**src/strk_pkg.sv**
```systemverilog
// strk_pkg: shared types and codes for the score table ranker
// holds request and status codes, field widths and the point increment
// no dependencies
package strk_pkg;

  localparam int REQ_TYPE_W = 2;
  localparam int MEMBER_W   = 7;
  localparam int STATUS_W   = 2;
  localparam int RANK_W     = 7;
  localparam int SCORE_W    = 16;

  localparam int ADD_POINTS = 10;

  typedef enum logic [REQ_TYPE_W-1:0] {
    REQ_INSERT = 2'd0,
    REQ_ADD    = 2'd1,
    REQ_RANK   = 2'd2,
    REQ_NONE   = 2'd3
  } req_t;

  typedef enum logic [STATUS_W-1:0] {
    ST_OK         = 2'd0,
    ST_FULL       = 2'd1,
    ST_BAD_MEMBER = 2'd2,
    ST_EMPTY      = 2'd3
  } status_t;

endpackage

```
**src/strk_req_if.sv**
```systemverilog
// strk_req_if: request channel of the score table ranker
// valid/ready handshake with request type and member number; uses strk_pkg
interface strk_req_if;
  logic                            valid;
  logic                            ready;
  logic [strk_pkg::REQ_TYPE_W-1:0] req_type;
  logic [strk_pkg::MEMBER_W-1:0]   member_number;

  modport source (output valid, req_type, member_number, input ready);
  modport sink   (input valid, req_type, member_number, output ready);
endinterface

```
**src/strk_res_if.sv**
```systemverilog
// strk_res_if: result channel of the score table ranker
// valid/ready handshake with status, rank, member, score and last; uses strk_pkg
interface strk_res_if;
  logic                          valid;
  logic                          ready;
  logic [strk_pkg::STATUS_W-1:0] status;
  logic [strk_pkg::RANK_W-1:0]   rank;
  logic [strk_pkg::MEMBER_W-1:0] ranked_member;
  logic [strk_pkg::SCORE_W-1:0]  score;
  logic                          last;

  modport source (output valid, status, rank, ranked_member, score, last, input ready);
  modport sink   (input valid, status, rank, ranked_member, score, last, output ready);
endinterface

```
**src/strk_ram.sv**
```systemverilog
// strk_ram: generic simple dual-port ram, one write and one registered read port
// no dependencies
module strk_ram #(
  parameter int WIDTH = 16,
  parameter int DEPTH = 64
) (
  input  logic                     clk,
  input  logic                     we,
  input  logic [$clog2(DEPTH)-1:0] waddr,
  input  logic [WIDTH-1:0]         wdata,
  input  logic [$clog2(DEPTH)-1:0] raddr,
  output logic [WIDTH-1:0]         rdata
);

  logic [WIDTH-1:0] mem [DEPTH];

  always_ff @(posedge clk) begin
    if (we) begin
      mem[waddr] <= wdata;
    end
    rdata <= mem[raddr];
  end

endmodule

```
**src/score_table_ranker.sv**
```systemverilog
// score_table_ranker: member score table with insert, add and ranked readout
// depends on strk_pkg, strk_req_if, strk_res_if and strk_ram
//
// usage
//   req channel (sink): one transfer carries req_type and member_number.
//     insert appends a member at zero points, add raises a member by ten
//     points (saturating), rank reads the whole table out best first.
//   res channel (source): status, rank, ranked_member, score and last.
//     insert and add give one result; rank gives one result per member,
//     ties going to the higher member number, last set on the final one.
//     request type three is taken and gives no result.
// timing
//   req.ready is high only while the sequencer is idle.
//   insert and errors: decided and held as the pending result, then loaded.
//   add: saturating add and write back, then the result is loaded.
//   rank of n members: each rank is one full pass of the shared compare
//     unit over the score ram, one entry per cycle, then a drain state for
//     the ram read latency and an emit state that hands off the result.
// stalls and reset
//   the result register holds a result while res.ready is low; the
//   sequencer waits before loading the next one, so nothing is lost.
//   rst empties the table and drops any pending result; the score ram
//   needs no clearing because only inserted entries are ever read.
module score_table_ranker #(
  parameter int MAX_MEMBERS = 64,
  parameter int SCORE_BITS  = 16
) (
  input  logic       clk,
  input  logic       rst,
  strk_req_if.sink   req,
  strk_res_if.source res
);

  localparam int IDX_W = $clog2(MAX_MEMBERS);
  localparam int CNT_W = $clog2(MAX_MEMBERS + 1);

  // sequencer states
  typedef enum logic [5:0] {
    S_IDLE   = 6'b000001,
    S_ADD    = 6'b000010,
    S_RESULT = 6'b000100,
    S_SCAN   = 6'b001000,
    S_DRAIN  = 6'b010000,
    S_EMIT   = 6'b100000
  } state_t;

  state_t state, state_next;

  logic [CNT_W-1:0] member_count;

  // score ram ports
  logic                  ram_we;
  logic [IDX_W-1:0]      ram_waddr;
  logic [SCORE_BITS-1:0] ram_wdata;
  logic [IDX_W-1:0]      ram_raddr;
  logic [SCORE_BITS-1:0] ram_rdata;

  // add path
  logic [IDX_W-1:0]              add_idx;
  logic [strk_pkg::MEMBER_W-1:0] add_member;
  logic [SCORE_BITS:0]           add_sum;
  logic [SCORE_BITS-1:0]         add_score;
  logic                          add_bad;
  logic [IDX_W-1:0]              req_idx;

  // pending single result for insert, add and errors
  strk_pkg::status_t             pend_status;
  logic [strk_pkg::MEMBER_W-1:0] pend_member;
  logic [strk_pkg::SCORE_W-1:0]  pend_score;

  // ranking scan: the next pick is the largest (score, index) pair below
  // the previous pick, which stands in for per-member taken marks
  logic [CNT_W-1:0]      scan_i;
  logic [CNT_W-1:0]      rank_k;
  logic                  cmp_v;
  logic [IDX_W-1:0]      cmp_idx;
  logic                  best_v;
  logic [SCORE_BITS-1:0] best_s;
  logic [IDX_W-1:0]      best_i;
  logic                  bound_v;
  logic [SCORE_BITS-1:0] bound_s;
  logic [IDX_W-1:0]      bound_i;
  logic                  eligible;
  logic                  take;
  logic                  rank_last;

  // result register
  logic out_v;
  logic slot_free;

  logic accept;

  assign accept    = req.valid && req.ready;
  assign req.ready = (state == S_IDLE);
  assign slot_free = !out_v || res.ready;
  assign res.valid = out_v;

  // member number checks for add
  assign add_bad = (req.member_number == '0) ||
                   (32'(req.member_number) > 32'(member_count));
  assign req_idx = IDX_W'(32'(req.member_number) - 32'd1);

  // saturating add, max is all ones so the carry flags overflow
  assign add_sum   = {1'b0, ram_rdata} + (SCORE_BITS + 1)'(strk_pkg::ADD_POINTS);
  assign add_score = add_sum[SCORE_BITS] ? '1 : add_sum[SCORE_BITS-1:0];

  // shared compare unit
  assign eligible = !bound_v || (ram_rdata < bound_s) ||
                    ((ram_rdata == bound_s) && (cmp_idx < bound_i));
  assign take     = cmp_v && eligible && (!best_v || ram_rdata >= best_s);

  assign rank_last = (32'(rank_k) + 32'd1 == 32'(member_count));

  // ram port muxing
  always_comb begin
    ram_we    = 1'b0;
    ram_waddr = member_count[IDX_W-1:0];
    ram_wdata = '0;
    ram_raddr = scan_i[IDX_W-1:0];
    if (state == S_IDLE) begin
      ram_raddr = req_idx;
      if (accept && req.req_type == strk_pkg::REQ_INSERT &&
          32'(member_count) < 32'(MAX_MEMBERS)) begin
        ram_we = 1'b1;
      end
    end else if (state == S_ADD) begin
      ram_we    = 1'b1;
      ram_waddr = add_idx;
      ram_wdata = add_score;
    end
  end

  strk_ram #(
    .WIDTH (SCORE_BITS),
    .DEPTH (MAX_MEMBERS)
  ) u_scores (
    .clk   (clk),
    .we    (ram_we),
    .waddr (ram_waddr),
    .wdata (ram_wdata),
    .raddr (ram_raddr),
    .rdata (ram_rdata)
  );

  // next state
  always_comb begin
    state_next = state;
    unique case (state)
      S_IDLE: begin
        if (accept) begin
          unique case (req.req_type)
            strk_pkg::REQ_INSERT: state_next = S_RESULT;
            strk_pkg::REQ_ADD:    state_next = add_bad ? S_RESULT : S_ADD;
            strk_pkg::REQ_RANK:   state_next = (member_count == '0) ? S_RESULT : S_SCAN;
            default:              state_next = S_IDLE;
          endcase
        end
      end
      S_ADD:    state_next = S_RESULT;
      S_RESULT: if (slot_free) state_next = S_IDLE;
      S_SCAN: begin
        if (32'(scan_i) + 32'd1 == 32'(member_count)) state_next = S_DRAIN;
      end
      S_DRAIN:  state_next = S_EMIT;
      S_EMIT: begin
        if (slot_free) state_next = rank_last ? S_IDLE : S_SCAN;
      end
      default:  state_next = S_IDLE;
    endcase
  end

  always_ff @(posedge clk) begin
    if (rst) begin
      state        <= S_IDLE;
      member_count <= '0;
      out_v        <= 1'b0;
      cmp_v        <= 1'b0;
    end else begin
      state <= state_next;
      cmp_v <= (state == S_SCAN);
      // a free slot either takes a new result or empties
      if (slot_free) out_v <= (state == S_RESULT) || (state == S_EMIT);

      unique case (state)
        S_IDLE: begin
          if (accept) begin
            pend_score <= '0;
            case (req.req_type)
              strk_pkg::REQ_INSERT: begin
                if (32'(member_count) < 32'(MAX_MEMBERS)) begin
                  member_count <= member_count + CNT_W'(1);
                  pend_status  <= strk_pkg::ST_OK;
                  pend_member  <= strk_pkg::MEMBER_W'(32'(member_count) + 32'd1);
                end else begin
                  pend_status <= strk_pkg::ST_FULL;
                  pend_member <= '0;
                end
              end
              strk_pkg::REQ_ADD: begin
                pend_status <= add_bad ? strk_pkg::ST_BAD_MEMBER : strk_pkg::ST_OK;
                pend_member <= '0;
                add_idx     <= req_idx;
                add_member  <= req.member_number;
              end
              strk_pkg::REQ_RANK: begin
                pend_status <= strk_pkg::ST_EMPTY;
                pend_member <= '0;
                scan_i      <= '0;
                rank_k      <= '0;
                best_v      <= 1'b0;
                bound_v     <= 1'b0;
              end
              default: ;
            endcase
          end
        end
        S_ADD: begin
          pend_member <= add_member;
          pend_score  <= strk_pkg::SCORE_W'(32'(add_score));
        end
        S_RESULT: begin
          if (slot_free) begin
            res.status        <= pend_status;
            res.rank          <= '0;
            res.ranked_member <= pend_member;
            res.score         <= pend_score;
            res.last          <= 1'b1;
          end
        end
        S_SCAN: begin
          cmp_idx <= scan_i[IDX_W-1:0];
          scan_i  <= scan_i + CNT_W'(1);
        end
        S_DRAIN: ;
        S_EMIT: begin
          if (slot_free) begin
            res.status        <= strk_pkg::ST_OK;
            res.rank          <= strk_pkg::RANK_W'(32'(rank_k) + 32'd1);
            res.ranked_member <= strk_pkg::MEMBER_W'(32'(best_i) + 32'd1);
            res.score         <= strk_pkg::SCORE_W'(32'(best_s));
            res.last          <= rank_last;
            bound_v           <= 1'b1;
            bound_s           <= best_s;
            bound_i           <= best_i;
            rank_k            <= rank_k + CNT_W'(1);
            scan_i            <= '0;
            best_v            <= 1'b0;
          end
        end
        default: ;
      endcase

      // compare of each ram read lands in the cycle after the read address
      if (take) begin
        best_v <= 1'b1;
        best_s <= ram_rdata;
        best_i <= cmp_idx;
      end
    end
  end

endmodule
```
**src/flat_wrapper.sv**
```systemverilog
// flat-port wrapper written by rule: the top's interface ports become plain ports
module score_table_ranker_flat 
#(
  parameter int MAX_MEMBERS = 64,
  parameter int SCORE_BITS  = 16
)
  (clk, rst, req_valid, req_req_type, req_member_number, req_ready, res_valid, res_status, res_rank, res_ranked_member, res_score, res_last, res_ready);
  strk_req_if req_i ();
  strk_res_if res_i ();
  input  logic clk;
  input  logic rst;
  input wire logic [$bits(req_i.valid)-1:0] req_valid;
  input wire logic [$bits(req_i.req_type)-1:0] req_req_type;
  input wire logic [$bits(req_i.member_number)-1:0] req_member_number;
  output wire logic [$bits(req_i.ready)-1:0] req_ready;
  output wire logic [$bits(res_i.valid)-1:0] res_valid;
  output wire logic [$bits(res_i.status)-1:0] res_status;
  output wire logic [$bits(res_i.rank)-1:0] res_rank;
  output wire logic [$bits(res_i.ranked_member)-1:0] res_ranked_member;
  output wire logic [$bits(res_i.score)-1:0] res_score;
  output wire logic [$bits(res_i.last)-1:0] res_last;
  input wire logic [$bits(res_i.ready)-1:0] res_ready;
  assign req_i.valid = req_valid;
  assign req_i.req_type = req_req_type;
  assign req_i.member_number = req_member_number;
  assign req_ready = req_i.ready;
  assign res_valid = res_i.valid;
  assign res_status = res_i.status;
  assign res_rank = res_i.rank;
  assign res_ranked_member = res_i.ranked_member;
  assign res_score = res_i.score;
  assign res_last = res_i.last;
  assign res_i.ready = res_ready;
  score_table_ranker #(.MAX_MEMBERS(MAX_MEMBERS), .SCORE_BITS(SCORE_BITS)) u_core (.clk(clk), .rst(rst), .req(req_i), .res(res_i));
endmodule
```
**config.mk**
```make
export PLATFORM = sky130hd
export DESIGN_NAME = score_table_ranker_flat
export DESIGN_NICKNAME = d
export VERILOG_FILES = /design/src/strk_pkg.sv /design/src/strk_req_if.sv /design/src/strk_res_if.sv /design/src/strk_ram.sv /design/src/score_table_ranker.sv /design/src/flat_wrapper.sv
export SDC_FILE = /design/constraint.sdc
export NUM_CORES = 2
export LEC_CHECK = 0
export ABC_AREA = 1
export BUFFER_PORTS_ARGS = -buffer_cell sky130_fd_sc_hd__buf_2
export CORE_MARGIN = 2
export CORE_UTILIZATION = 52
export CTS_CLUSTER_SIZE = 24
export DETAILED_ROUTE_END_ITERATION = 10
export PLACE_DENSITY_LB_ADDON = 0.25
export SLEW_MARGIN = 20
export SYNTH_ARGS = -nofsm -noshare
export SYNTH_HDL_FRONTEND = slang
export SYNTH_SLANG_ARGS = --single-unit
```
**constraint.sdc**
```tcl
create_clock -name clk -period 4.9 [get_ports clk]
set_clock_uncertainty 0.2 [all_clocks]
set_input_delay 0.98 -clock clk [delete_from_list [all_inputs] [get_ports clk]]
set_output_delay 0.98 -clock clk [all_outputs]
set_load 0.005 [all_outputs]
```
## After elaboration in Yosys (flattened, before gate mapping)

Memories as Yosys holds them, arrays and structs flattened. A register that Yosys moved wholly into a read port is not among the register bits.
Index checks and enable logic that the tools add are counted.

| storage, ports and cells | value |
|---|---|
| output and inout port bits | 35 |
| flip-flop bits (word level) | 152 |
| RAM bits | 1024 |
| memories | 1 |
| logic and storage cells | 151 |

| cells by class | value |
|---|---|
| magnitude comparators | 5 |
| multiplexer cells | 54 |
| bitwise logic cells | 1 |
| eq/ne operators | 20 |
| add/sub/neg operators | 9 |
| reduce and logical (&&, ||, !) cells | 38 |

Memories:

| name | words | bits a word | read ports | clocked after Yosys merged registers in | wr ports | RTL line | text |
|---|---|---|---|---|---|---|---|
| u_core.u_scores.mem | 64 | 16 | 1 | 1 | 1 | strk_ram.sv:15 | `logic [WIDTH-1:0] mem [DEPTH];` |

Operators with widths:

| kind | count |
|---|---|
| 16-bit two-way mux | 6 |
| 7-bit case mux with 2 select lines | 5 |
| 32-bit by 7-bit equality test with 1-bit output | 2 |
| 16-bit case mux with 2 select lines | 2 |
| 7-bit two-way mux | 9 |
| 6-bit two-way mux | 7 |
| 6-bit case mux with 6 select lines | 1 |
| 7-bit by 1-bit adder with 7-bit output (second input constant) | 4 |
| 4-bit AND reduction | 6 |
| 7-bit case mux with 3 select lines | 1 |
| 6-bit case mux with 3 select lines | 1 |
| 16-bit by 4-bit adder with 17-bit output (second input constant) | 1 |
| 7-bit by 1-bit adder with 8-bit output (second input constant) | 2 |
| 16-bit equality test | 1 |
| 16-bit greater-or-equal comparator | 1 |
| 16-bit < comparator | 1 |
| 5-bit AND reduction | 3 |
| 7-bit logical NOT | 2 |
| 1-bit two-way mux | 11 |
| 3-bit != test (second input constant) | 3 |
| 3-bit nonzero test | 3 |
| 4-bit two-way mux | 2 |
| 6-bit by 1-bit adder with 7-bit output (second input constant) | 1 |
| 7-bit > comparator | 1 |
| other kinds (28) | 51 |

## Longest topological paths before layout

| depth | value |
|---|---|
| depth in word-level cells | 8 |
| gate-level depth with buffers | 15 |
| mapped depth without buffers | 14 |

## By module

From an unflattened synthesis, not the netlist that was laid out.

| second synthesis, totals | value |
|---|---|
| cell total of the unflattened synthesis | 4366 |
| area, all modules | 50224.4 um2 |

Modules (own cells, without submodules):

| module | cells an instance | sequential area each (um2) | instances | area each (um2) |
|---|---|---|---|---|
| strk_ram | 3534 | 31069.8 | 1 | 42140.4 |
| score_table_ranker | 832 | 4414.2 | 1 | 8084.0 |

## Worst setup path after synthesis

No wires, ideal clock.

| timing | value |
|---|---|
| path kind | flip-flop to flip-flop |
| start point | reg u_core.u_scores.rdata[1] (read register of u_core.u_scores.mem) |
| end point | mem u_core.u_scores.mem[0][15], data pin |
| slack | -310 ps |
| path buffers | 0 |
| clock period less this slack | 5210 ps |
| required time | 3934 ps |
| cell stages (with the launch flop) | 10 |
| arrival | 4244 ps |
| cells stage by stage | dfxtp_1 ha_1 nor2_1 nor2_1 nand2_1 nor2_1 nand4_1 nor2_1 a21oi_1 a311oi_1 |

| on the way | value |
|---|---|
| longest elaborated chain between the ends | 4 |

Ends and longest elaborated chain:

| element | RTL line | text |
|---|---|---|
| start: declaration | strk_ram.sv:12 | `output logic [WIDTH-1:0] rdata` |
| 16-bit by 4-bit adder with 17-bit output | score_table_ranker.sv:104 | `assign add_sum = {1'b0, ram_rdata} + (SCORE_BITS + 1)'(strk_pkg::ADD_POINTS);` |
| 16-bit two-way mux | score_table_ranker.sv:105 | `assign add_score = add_sum[SCORE_BITS] ? '1 : add_sum[SCORE_BITS-1:0];` |
| 16-bit two-way mux | score_table_ranker.sv:126 | `end else if (state == S_ADD) begin` |
| 16-bit two-way mux | score_table_ranker.sv:120 | `if (state == S_IDLE) begin` |
| via u_core.ram_wdata[15] | score_table_ranker.sv:54 | `logic [SCORE_BITS-1:0] ram_wdata;` |
| end: declaration | strk_ram.sv:15 |  |

The timed path passes the listed nets, and every way through them passes these cells.

## Worst setup path after layout

| timing | value |
|---|---|
| start point | reg u_core.state[2] |
| end point | reg u_core.u_scores.rdata[15] (read register of u_core.u_scores.mem) |

| on the way | value |
|---|---|
| longest elaborated chain between the ends | 2 |

Ends and longest elaborated chain:

| element | RTL line | text |
|---|---|---|
| start: declaration | score_table_ranker.sv:47 | `state_t state, state_next;` |
| start signal: assignment | score_table_ranker.sv:179 | `state <= state_next;` |
| 6-bit by 1-bit equality test with 1-bit output | score_table_ranker.sv:120 |  |
| 6-bit two-way mux | score_table_ranker.sv:120 |  |

Every way passes these cells.
A chain may end at the register's enable or synchronous reset.

==> results.toml <==
[die]
die_y_um = 322.3
dieArea_mm2 = 0.1039
core-area_mm2 = 0.1003
fp.dieW_um = 322.3
io_pins = 48
row_count = 116
initial_core_util_pct = 52.52

[min_path]
hold_path.class = "flop to flop"

[sta]
period_needed_ps = 3915
rsz0062_at_grt = "no"
tightest_slew_ps = 981.2
slew_violations = 0
setup_viol = 0
fin_setup_tns_ps = 0
fmax_ghz = 0.2555
finalCritPeriodShare_pct = 79.89
max_slew_margin_pct = 34.35
hold_viol = 0

[cts]
clockBufferDepth = 3
cts_hold_buf = 0
cts_sinks = 1192
post-cts-setup-buffers = 0
cts_buffers = 120
clkTransAtPathRegs_ps = 70
cts_htree_levels = 3
clk_latency_ps = 720
cts_root_buffer = "clkbuf_16"
cts_tree = "built"
cts_resized = 0

[drt]
vias = 36470
avgViaCountPerCell = 5.481
ant_nets = 0
firstDrtPassIters = 8
drtIter0Drc = 4693
drt-total-wl_um = 139900
wl_per_cell_um = 21.03
drc_errors = 0

[logic_synthesis]
yosys-top-cells-count = "nand2_1, edfxtp_1, inv_1, nand3_1, nor2_1"
synth.area.top_cells = "edfxtp_1, nand2_1, nand3_1, inv_1, buf_2"
synth_top_area_cell = "edfxtp_1"
synthArstFlopShare_pct = 0
synthFlopType = "edfxtp_1"
ys_warn_count = 0
ys_seq_area_share_pct = 67.37
syn_area_mm2 = 0.05267
syn-mean-instance-area_um2 = 10.33
yosys.area.top_type_share_pct = 66.19
synth_most_common_cell = "nand2_1"
synth_fp_nets = 5169
syn_inst = 5100
synth_edf_count = 1161
ys_ff_latch = 1192
yosysUniqueCellTypes = 43

[setup_path]
crit_path_max_incr_delay_ps = 700
startpoint_type = "flop"
crit_type = "flop to flop"
path_cells = "nor2_4, nand3_2, buf_4, clkinv_2, o21ai_4, inv_2, buf_12, nand3_1, nand3_1, nand3_1, nand2_1"
endpoint_kind = "flop"
reg2reg_slack_ps = 990
crit_arrival_ps = 4300
cpMostUsedCell = "nand3_1"
required_ps = 5290
crit_slowest_cell = "o21ai_4"
cp_max_fo = 32

[placement]
numPortBuffers = 47
place_hpwl_um = 83090
routabilityCongestion = 0.9121
place_area_mm2 = 0.05534

[finish]
design_area_mm2 = 0.05936
nets = 5258
n_antenna_cell = 0
fill_cells = 8011
area_growth_pct = 12.70
layout-drive-gt1-share_pct = 8.214

[grt]
track_usage_pct = 27.03
grt_pass1_vias = 34090
grt_remaining_overflow = 0
grt_pass1_wl_um = 209600
grt_max_degree = 101
antenna_found_initial = 3

[power_and_ir_drop]
power.leakage_nw = 24.49
peakVddDrop_uv = 470.2
power.density_mw_per_mm2 = 608.0

[run_status]
status = "finished, final reports clean"

[flow_run]
maxCapViolCount = 0
## cells in the final DEF (no fill, tap or decap), types with 47 or more instances in the layout
master and instances:
nand2_1 1336, edfxtp_1 1161, inv_1 946, nand3_1 944
nor2_1 144, buf_4 122, clkbuf_16 121, ha_1 56
o21ai_0 51, buf_2 47
## layout make-up
| cell class | count | area, um^2 | share of cell area (%) |
|---|---|---|---|
| inverters | 953 | 3581 | 6.032 |
| clock buffers | 147 | 3146 | 5.299 |
| repair buffers | 204 | 1852 | 3.119 |
| multi-input cells | 2718 | 12720 | 21.43 |
| well taps | 1357 | 1698 | 2.860 |
| clock inverters | 82 | 878.3 | 1.480 |
| flip-flops and latches | 1192 | 35480 | 59.78 |
## worst max-delay path, delay by kind of cell (launching register included)
kind	cells	cell delay, ps
AO/OA/AOI/OAI	1	700
buffers and inverters	4	1360
AND/OR/NAND/NOR	6	1030
flip-flops	1	440
## power breakdown
part | internal [W] | total [W] | leakage (nW) | switching [W]
sequential | 0.0113 | 0.0116 | 13.1 | 0.000283
clock | 0.00546 | 0.00934 | 1.97 | 0.00389
combinational | 0.00420 | 0.0151 | 9.37 | 0.0109
total | 0.0210 | 0.0361 | 24.5 | 0.0151
## flip-flops by register name (all words and copies together) (netlist names), 16 cells and up
| register | count |
|---|---|
| u_core.best_s | 16 |
| u_core.pend_score | 16 |
| u_core.res.score | 16 |
| u_core.u_scores.rdata | 16 |
| u_core.bound_s | 16 |
| u_core.u_scores.mem | 1024 |
## per-stage QoR
step	utilization [%]	power, W	hold WS, ps	setup WS (ps)	instances
finish	59.19	0.03609	248.6	985.4	6653
global route	59.19	0.03786	257.0	914.1	6653
CTS	59.19	0.03592	245.1	1130	6653
detailed placement	55.18	0.02658	234.0	814.7	6424
global placement	55.18	0.02636	228.8	812.0	6424
floorplan	-	0.02122	208.2	556.3	5100
## final timing paths
check                        start                        end  depth (start not counted)
hold / removal    u_core.best_s[4]          u_core.bound_s[4]                          0
setup / recovery   u_core.state[2]  u_core.u_scores.rdata[15]                         11
setup reg to reg   u_core.state[2]  u_core.u_scores.rdata[15]                         11
hold reg to reg   u_core.best_s[4]          u_core.bound_s[4]                          0
## cells by family (layout without fill, tap and decap cells)
family	count (synthesis)	in the layout	share of synthesized area, %
compound gates	134	134	1.397
xor+xnor	33	33	0.5487
fa+ha+maj	56	56	1.330
buf+inv	1190	1386	8.955
flops	1192	1192	67.37
simple gates	2495	2495	20.40
## per-layer routing
metal	track usage [%]	vias up	share of wire [%]
met5	0	-	0
met4	10.49	0	3.7
met3	4.345	269	9.8
met2	43.02	1776	47
met1	37.53	17560	40
li1	-	16860	-
Power figures use the tool's default switching activity.
